`config.mk`:
```
export PLATFORM = sky130hd
export DESIGN_NAME = periodic_oneshot_event_timer_flat
export DESIGN_NICKNAME = d
export VERILOG_FILES = /design/src/design/ptet_pkg.sv /design/src/design/ptet_if.sv /design/src/design/periodic_oneshot_event_timer.sv /design/src/design/ptet_slot_eval.sv /design/src/flat_wrapper.sv
export SDC_FILE = /design/constraint.sdc
export NUM_CORES = 2
export LEC_CHECK = 0
export CAP_MARGIN = 20
export CORE_ASPECT_RATIO = 2
export CORE_MARGIN = 4
export CORE_UTILIZATION = 56
export DETAILED_ROUTE_END_ITERATION = 12
export DONT_BUFFER_PORTS = 1
export GPL_TIMING_DRIVEN = 0
export PLACE_DENSITY = 0.74
export SETUP_SLACK_MARGIN = 0.3
export SLEW_MARGIN = 15
export SYNTH_ARGS = -nofsm -noshare
export SYNTH_HDL_FRONTEND = slang
export SYNTH_SLANG_ARGS = --single-unit
```
`constraint.sdc`:
```
create_clock -name clk -period 19.3 [get_ports clk]
set_input_delay 3.86 -clock clk [delete_from_list [all_inputs] [get_ports clk]]
set_output_delay 3.86 -clock clk [all_outputs]
set_load 0.01 [all_outputs]
```
`src/design/ptet_pkg.sv`:
```
// Package for the periodic / one-shot event timer.
// Holds the slot record, result and control types, codes and defaults.
// No dependencies.
package ptet_pkg;

  localparam int NUM_SLOTS_DEF = 16;
  localparam int MAX_RESULTS   = 16;

  // one_shot flag value that makes a slot deactivate after it fires
  localparam logic EVT_SINGLE = 1'b1;

  typedef enum logic [1:0] {
    ACT_TICK    = 2'd0,
    ACT_ADD     = 2'd1,
    ACT_DISABLE = 2'd2
  } action_t;

  typedef enum logic [1:0] {
    S_IDLE,
    S_SCAN,
    S_FLUSH
  } state_t;

  // one timer slot as kept in the slot memory
  typedef struct packed {
    logic        one_shot;
    logic [31:0] period;
    logic [31:0] count;
    logic [7:0]  dest;
    logic [15:0] message;
  } slot_rec_t;

  // outcome of one tick applied to an active slot
  typedef struct packed {
    logic      fire;
    logic      keep_active;
    slot_rec_t rec_next;
  } slot_eval_t;

  typedef struct packed {
    logic        fired;
    logic [3:0]  fired_slot;
    logic [7:0]  dest;
    logic [15:0] message;
    logic        last;
  } res_t;

endpackage

```
`src/design/ptet_if.sv`:
```
// Handshake channels of the event timer: request items in, result items out.
// Depends on nothing; payload widths are fixed.
interface ptet_req_if;
  logic        valid;
  logic        ready;
  logic [1:0]  action;
  logic [3:0]  slot;
  logic [31:0] period;
  logic        one_shot;
  logic [7:0]  dest_id;
  logic [15:0] message_id;

  modport source (output valid, action, slot, period, one_shot, dest_id, message_id,
                  input ready);
  modport sink   (input valid, action, slot, period, one_shot, dest_id, message_id,
                  output ready);
endinterface

interface ptet_rsp_if;
  logic        valid;
  logic        ready;
  logic        fired;
  logic [3:0]  fired_slot;
  logic [7:0]  out_dest;
  logic [15:0] out_message;
  logic        last;

  modport source (output valid, fired, fired_slot, out_dest, out_message, last,
                  input ready);
  modport sink   (input valid, fired, fired_slot, out_dest, out_message, last,
                  output ready);
endinterface

```
`src/design/periodic_oneshot_event_timer.sv`:
```
// Top level of the periodic / one-shot event timer: slot memory, scan control,
// pending result and output register.
// Depends on ptet_pkg, ptet_if (ptet_req_if, ptet_rsp_if) and ptet_slot_eval.
//
//  channel | dir | carries
//  --------+-----+------------------------------------------------------------
//  req     | in  | action, slot, period, one_shot, dest_id, message_id
//  rsp     | out | fired, fired_slot, out_dest, out_message, last
//
// Add and disable, and the unused action code, give one acknowledgement item.
// A tick reads the slot memory one slot per cycle, unless a stall holds the scan,
// through the registered read port, and writes the updated count back from the read data;
// a firing that waits on a stalled output register holds the scan.
// One firing is held back so the last one can carry last; an earlier one
// is pushed out when the next is found.
// Reset clears the active flags and control; slot memory is left as is.
module periodic_oneshot_event_timer #(
  parameter int NUM_SLOTS = ptet_pkg::NUM_SLOTS_DEF
) (
  input logic      clk,
  input logic      rst,
  ptet_req_if.sink   req,
  ptet_rsp_if.source rsp
);

  localparam int IW = (NUM_SLOTS > 1) ? $clog2(NUM_SLOTS) : 1;
  localparam int NW = $clog2(ptet_pkg::MAX_RESULTS + 1);

  ptet_pkg::slot_rec_t mem [NUM_SLOTS];
  ptet_pkg::slot_rec_t rdata;
  logic [NUM_SLOTS-1:0] active;

  ptet_pkg::state_t state, state_next;
  logic [IW-1:0] proc_idx;
  logic [NW-1:0] nrep;
  ptet_pkg::res_t pend;
  logic pend_valid;
  ptet_pkg::res_t out_res;
  logic out_valid;

  ptet_pkg::slot_eval_t ev;

  logic req_acc, out_free, in_range, proc_last;
  logic fire_rep, stall, step;
  logic rd_en;
  logic [IW-1:0] rd_addr;
  logic out_load;
  ptet_pkg::res_t out_next;
  ptet_pkg::res_t cur_res;
  ptet_pkg::res_t ack_res;

  ptet_slot_eval u_eval (
    .rec (rdata),
    .res (ev)
  );

  assign out_free  = !out_valid || rsp.ready;
  assign req.ready = (state == ptet_pkg::S_IDLE) && out_free;
  assign req_acc   = req.valid && req.ready;
  assign in_range  = (32'(req.slot) < 32'(NUM_SLOTS));
  assign proc_last = (proc_idx == IW'(NUM_SLOTS - 1));

  assign fire_rep = active[proc_idx] && ev.fire && (nrep < NW'(ptet_pkg::MAX_RESULTS));
  assign stall    = fire_rep && pend_valid && !out_free;
  assign step     = (state == ptet_pkg::S_SCAN) && !stall;

  always_comb begin
    cur_res            = '0;
    cur_res.fired      = 1'b1;
    cur_res.fired_slot = 4'(proc_idx);
    cur_res.dest       = rdata.dest;
    cur_res.message    = rdata.message;
    ack_res            = '0;
    ack_res.last       = 1'b1;
  end

  // next state
  always_comb begin
    state_next = state;
    unique case (state)
      ptet_pkg::S_IDLE: begin
        if (req_acc && (ptet_pkg::action_t'(req.action) == ptet_pkg::ACT_TICK)) begin
          state_next = ptet_pkg::S_SCAN;
        end
      end
      ptet_pkg::S_SCAN: begin
        if (step && proc_last) begin
          state_next = ptet_pkg::S_FLUSH;
        end
      end
      ptet_pkg::S_FLUSH: begin
        if (out_free) begin
          state_next = ptet_pkg::S_IDLE;
        end
      end
      default: state_next = ptet_pkg::S_IDLE;
    endcase
  end

  // memory reads and output register loads
  always_comb begin
    rd_en    = 1'b0;
    rd_addr  = '0;
    out_load = 1'b0;
    out_next = ack_res;
    unique case (state)
      ptet_pkg::S_IDLE: begin
        if (req_acc) begin
          if (ptet_pkg::action_t'(req.action) == ptet_pkg::ACT_TICK) begin
            rd_en = 1'b1;
          end else begin
            out_load = 1'b1;
          end
        end
      end
      ptet_pkg::S_SCAN: begin
        if (step && !proc_last) begin
          rd_en   = 1'b1;
          rd_addr = proc_idx + IW'(1);
        end
        if (step && fire_rep && pend_valid) begin
          out_load      = 1'b1;
          out_next      = pend;
          out_next.last = 1'b0;
        end
      end
      ptet_pkg::S_FLUSH: begin
        if (out_free) begin
          out_load = 1'b1;
          if (pend_valid) begin
            out_next      = pend;
            out_next.last = 1'b1;
          end
        end
      end
      default: ;
    endcase
  end

  // slot memory: one write port, one registered read port
  always_ff @(posedge clk) begin
    if (rd_en) begin
      rdata <= mem[rd_addr];
    end
    if (state == ptet_pkg::S_IDLE && req_acc && in_range &&
        ptet_pkg::action_t'(req.action) == ptet_pkg::ACT_ADD) begin
      mem[IW'(req.slot)] <= '{one_shot: req.one_shot, period: req.period, count: 32'd0,
                              dest: req.dest_id, message: req.message_id};
    end else if (step && active[proc_idx]) begin
      mem[proc_idx] <= ev.rec_next;
    end
  end

  always_ff @(posedge clk) begin
    if (rst) begin
      state      <= ptet_pkg::S_IDLE;
      active     <= '0;
      proc_idx   <= '0;
      nrep       <= '0;
      pend_valid <= 1'b0;
      out_valid  <= 1'b0;
    end else begin
      state <= state_next;
      if (state == ptet_pkg::S_IDLE && req_acc) begin
        proc_idx   <= '0;
        nrep       <= '0;
        pend_valid <= 1'b0;
        case (ptet_pkg::action_t'(req.action))
          ptet_pkg::ACT_ADD: begin
            if (in_range) active[IW'(req.slot)] <= 1'b1;
          end
          ptet_pkg::ACT_DISABLE: begin
            if (in_range) active[IW'(req.slot)] <= 1'b0;
          end
          default: ;
        endcase
      end
      if (step) begin
        if (!proc_last) begin
          proc_idx <= proc_idx + IW'(1);
        end
        if (active[proc_idx]) begin
          active[proc_idx] <= ev.keep_active;
        end
        if (fire_rep) begin
          pend_valid <= 1'b1;
          nrep       <= nrep + NW'(1);
        end
      end
      if (state == ptet_pkg::S_FLUSH && out_free) begin
        pend_valid <= 1'b0;
      end
      if (out_load) begin
        out_valid <= 1'b1;
      end else if (rsp.ready) begin
        out_valid <= 1'b0;
      end
    end
  end

  // payload registers
  always_ff @(posedge clk) begin
    if (step && fire_rep) begin
      pend <= cur_res;
    end
    if (out_load) begin
      out_res <= out_next;
    end
  end

  assign rsp.valid       = out_valid;
  assign rsp.fired       = out_res.fired;
  assign rsp.fired_slot  = out_res.fired_slot;
  assign rsp.out_dest    = out_res.dest;
  assign rsp.out_message = out_res.message;
  assign rsp.last        = out_res.last;

endmodule

```
`src/design/ptet_slot_eval.sv`:
```
// Tick update of one slot record read from the slot memory.
// Depends on ptet_pkg.
module ptet_slot_eval (
  input  ptet_pkg::slot_rec_t  rec,
  output ptet_pkg::slot_eval_t res
);

  logic [31:0] count_inc;

  // wraps like the 32-bit counter it models; period zero always fires
  assign count_inc = rec.count + 32'd1;

  always_comb begin
    res.fire           = (count_inc >= rec.period);
    res.keep_active    = !(res.fire && (rec.one_shot == ptet_pkg::EVT_SINGLE));
    res.rec_next       = rec;
    res.rec_next.count = res.fire ? 32'd0 : count_inc;
  end

endmodule

```
`src/flat_wrapper.sv`:
```
// flat-port wrapper written by rule: the top's interface ports become plain ports
module periodic_oneshot_event_timer_flat 
#(
  parameter int NUM_SLOTS = ptet_pkg::NUM_SLOTS_DEF
)
  (clk, rst, req_valid, req_action, req_slot, req_period, req_one_shot, req_dest_id, req_message_id, req_ready, rsp_valid, rsp_fired, rsp_fired_slot, rsp_out_dest, rsp_out_message, rsp_last, rsp_ready);
  ptet_req_if req_i ();
  ptet_rsp_if rsp_i ();
  input logic clk;
  input logic rst;
  input wire logic [$bits(req_i.valid)-1:0] req_valid;
  input wire logic [$bits(req_i.action)-1:0] req_action;
  input wire logic [$bits(req_i.slot)-1:0] req_slot;
  input wire logic [$bits(req_i.period)-1:0] req_period;
  input wire logic [$bits(req_i.one_shot)-1:0] req_one_shot;
  input wire logic [$bits(req_i.dest_id)-1:0] req_dest_id;
  input wire logic [$bits(req_i.message_id)-1:0] req_message_id;
  output wire logic [$bits(req_i.ready)-1:0] req_ready;
  output wire logic [$bits(rsp_i.valid)-1:0] rsp_valid;
  output wire logic [$bits(rsp_i.fired)-1:0] rsp_fired;
  output wire logic [$bits(rsp_i.fired_slot)-1:0] rsp_fired_slot;
  output wire logic [$bits(rsp_i.out_dest)-1:0] rsp_out_dest;
  output wire logic [$bits(rsp_i.out_message)-1:0] rsp_out_message;
  output wire logic [$bits(rsp_i.last)-1:0] rsp_last;
  input wire logic [$bits(rsp_i.ready)-1:0] rsp_ready;
  assign req_i.valid = req_valid;
  assign req_i.action = req_action;
  assign req_i.slot = req_slot;
  assign req_i.period = req_period;
  assign req_i.one_shot = req_one_shot;
  assign req_i.dest_id = req_dest_id;
  assign req_i.message_id = req_message_id;
  assign req_ready = req_i.ready;
  assign rsp_valid = rsp_i.valid;
  assign rsp_fired = rsp_i.fired;
  assign rsp_fired_slot = rsp_i.fired_slot;
  assign rsp_out_dest = rsp_i.out_dest;
  assign rsp_out_message = rsp_i.out_message;
  assign rsp_last = rsp_i.last;
  assign rsp_i.ready = rsp_ready;
  periodic_oneshot_event_timer #(.NUM_SLOTS(NUM_SLOTS)) u_core (.clk(clk), .rst(rst), .req(req_i), .rsp(rsp_i));
endmodule
```
==> out/summary.txt <==
R2r worst-path depth - 21
CTS tree - yes
Total number of vias - 34,513
DIE AREA - 119,000 um^2
Post-synth ARST share - 0%
Synth Cell Area - 63,500 um^2
Fmax - 117 MHz
Pwr Total - 0.00706 W
#FFs+latches synth - 1,600
Worst path required time - 19.81 ns
DR DRC count - 0
Die height - 484 um
Sequential Power Share - 55.2%
Total Routing Usage GR - 28.2%
Pwr per Cell Area - 98.1 nW/um^2
Synth Warn # - 0
DP Area - 67,500 um^2
Vias in the first global route - 35,470
Net count, final - 3,776
H-tree depth - 4
Clock power frac - 38.8%
Slew headroom - 17.5%
Syn avg cell area - 18.5 um^2
Critical path origin - u_core.rdata[26]
CTS root buffer - clkbuf_16
Crit. End Element - flip-flop
Sum of buffers and inverters on the critical path - 3
1st-pass router iterations - 9
Mapped Nets - 3,541
Worst path cell trace - and4_1 -> and3_1 -> nand3_1 -> nor2_1 -> nand2_1 -> nor3_1 -> nand3_1 -> xnor2_1 -> ha_1 -> nand4_1 -> nor3_1 -> o211ai_1 -> a31oi_1 -> nor3_1 -> nor2_1 -> nor3_2 -> a31oi_2 -> nor2_4 -> buf_12 -> buf_12 -> buf_16
Unrepaired setup endpoints after global routing - false
Critical Path Stages - 21
First-pass GRT wire length - 241 mm
Comb pwr share - 6.0%
Wire per inst - 31.9 um
Commonest non-fill, non-tap cells in the layout - edfxtp_1, mux2i_1, nand2_1
EDFF count, synth - 1,571
Crit-path max FO - 17
Slew @ Worst Pin - 1.24 ns
Hold Path Origin - u_core.cur_res[19]
Clock Skew - 0.0273 ns
Critical path arrival - 9.04 ns
CP max stage delay - 0.94 ns
Initial core utilization - 56.4%
Final Wtd Congestion - 0.900
VDD IR max - 0.0904 mV
CTS Buffer Depth - 3
Post-route minimum period - 8.52 ns
DR iter-0 viols - 3,790
Antenna violations before repair - 23
Yosys cell types - 60
Delay-heaviest family, CP - simple AND/OR/NAND/NOR gates
CP max stage cell - a31oi_2
Boundary pin count - 99
Largest net degree at the start of global routing - 39
Core Util, Final - 63.9%
Grt ovf - 0
Core box area - 113,000 um^2
Leak - 23.5 nW
Setup Fix Bufs, Post-CTS - 0
Setup Total Neg Slack - 0 ns
Die width - 246 um
I/O Buffers - 0
Hold path cells - 0
Switching Share - 21.8%
FILL cells - 7,415
Multi-input gate area - 14,900 um^2
Row cnt - 174
Setup Viol. Count Final - 0
Most frequent CP cell - nor3_1
Post-CTS sizing - 0
Register area - 47,800 um^2
Routed wire length - 168 mm
Clock latency on the worst-skew pair - 0.77 ns
Register area share after synthesis - 75.2%
Slew Viols, Final - 0
Commonest non-fill, non-tap cell in the layout - edfxtp_1
Share of layout cells above drive strength 1 - 17.5%
Clock-pin slew on the worst setup and hold paths - 0.07 ns
Endpoints failing hold - 0
Synthesis-to-layout area growth - 13.3%
Clk sinks - 1,600
Fin area - 72,000 um^2
Predominant post-synthesis flop cell - edfxtp_1
Post-DP HPWL - 114 mm
TritonCTS Buffers - 133
Hold WC Path Type - reg -> reg
Hold_buf cts - 0
ANT nets after route - 0
Vias/cell - 6.55
Max_cap viols - 0
Post-Syn Instances - 3,429
Sw power - 0.00154 W
Pint - 0.00552 W
R2R Path Start - u_core.rdata[26]
WS Path Type - reg -> reg
Status - completed
Period utilization - 44.2%
Startpoint types - flip-flop
power by group through the flow:
stage	clock network, W	logic, W	registers (W)
floorplan	0	0.000254	0.00396
global placement	0	0.000389	0.00398
detailed placement	0	0.000418	0.00397
CTS	0.00276	0.000420	0.00390
global route	0.00290	0.000448	0.00390
finish	0.00274	0.000425	0.00390
synth_stat cells (24+ instances only):
master	count	area share, %
nand3_1	91	0.72
inv_1	43	0.25
dfxtp_1	29	0.91
edfxtp_1	1571	74
and2_1	33	0.33
and3_1	25	0.25
o22ai_1	75	0.74
a31oi_1	30	0.30
o21ai_0	25	0.20
mux2i_1	440	6.9
ha_1	45	0.89
buf_2	48	0.38
xnor2_1	24	0.33
mux4_2	144	5.1
nor2_1	52	0.31
a21oi_1	41	0.32
clkbuf_1	130	0.77
mux2_2	133	2.4
a222oi_1	87	1.4
nand2_1	185	1.1
area by class of cell:
cell class                 count  area share (%)
tap                         1496            2.60
clock inverter                75            1.12
multi-input combinational   1593            20.8
sequential                  1600            66.4
timing repair buffer         100            2.86
buffer                       192            1.12
antenna                       13          0.0452
clock buffer                 160            4.91
inverter                      44           0.229
final timing paths:
kind                                      endpoint  slack [ns]
worst max-delay path            u_core.mem[12][53]       10.78
worst max register to register  u_core.mem[12][53]       10.78
worst min-delay path               u_core.pend[19]        0.45
worst min register to register     u_core.pend[19]        0.45
kinds of logic (layout without fill, tap and decap cells):
logic type | Yosys count | in the layout | share of synthesized area (%)
compound gates | 336 | 336 | 4.10
xor+xnor | 32 | 32 | 0.441
fa+ha+maj | 45 | 45 | 0.887
buf+inv | 236 | 571 | 1.51
flops | 1600 | 1600 | 75.2
mux | 717 | 717 | 14.4
other cells | 0 | 13 | 0
simple gates | 463 | 463 | 3.45
state kept, by name (all words and copies together) (netlist names):
register and count:
u_core.proc_idx 4, u_core.rsp.out_message 16, u_core.rsp.valid 1, u_core.mem 1424, u_core.state 2, u_core.pend_valid 1
u_core.rdata 65, u_core.pend 28, u_core.nrep 5, u_core.cur_res 24, u_core.rsp.last 1, u_core.rsp.fired_slot 4
u_core.rsp.fired 1, u_core.rsp.out_dest 8, u_core.active 16
worst register-to-register path, stage by stage (launching register included):
cell and delay, ns:
edfxtp_1 0.45, and4_1 0.28, and3_1 0.24, nand3_1 0.11, nor2_1 0.32, nand2_1 0.15
nor3_1 0.85, nand3_1 0.21, xnor2_1 0.79, ha_1 0.25, nand4_1 0.10, nor3_1 0.65
o211ai_1 0.19, a31oi_1 0.59, nor3_1 0.25, nor2_1 0.60, nor3_2 0.24, a31oi_2 0.95
nor2_4 0.34, buf_12 0.28, buf_12 0.21, buf_16 0.19
metrics by stage:
stage | setup WS, ns | std cells | hold WS [ns]
after floorplan | 9.69 | 3429 | 0.403
after global placement | 2.99 | 4925 | 0.423
after detailed placement | 10.94 | 5019 | 0.430
after CTS | 10.91 | 5254 | 0.445
after global routing | 10.62 | 5262 | 0.458
final | 10.78 | 5273 | 0.448
routing by layer:
layer / GRT usage (%) / routed length (um)
met5: 0 / 142
met4: 15.4 / 11100
met1: 31.6 / 54600
met2: 50.4 / 89100
met3: 5.23 / 13000
Note: power is estimated with default switching activity, not from simulation.
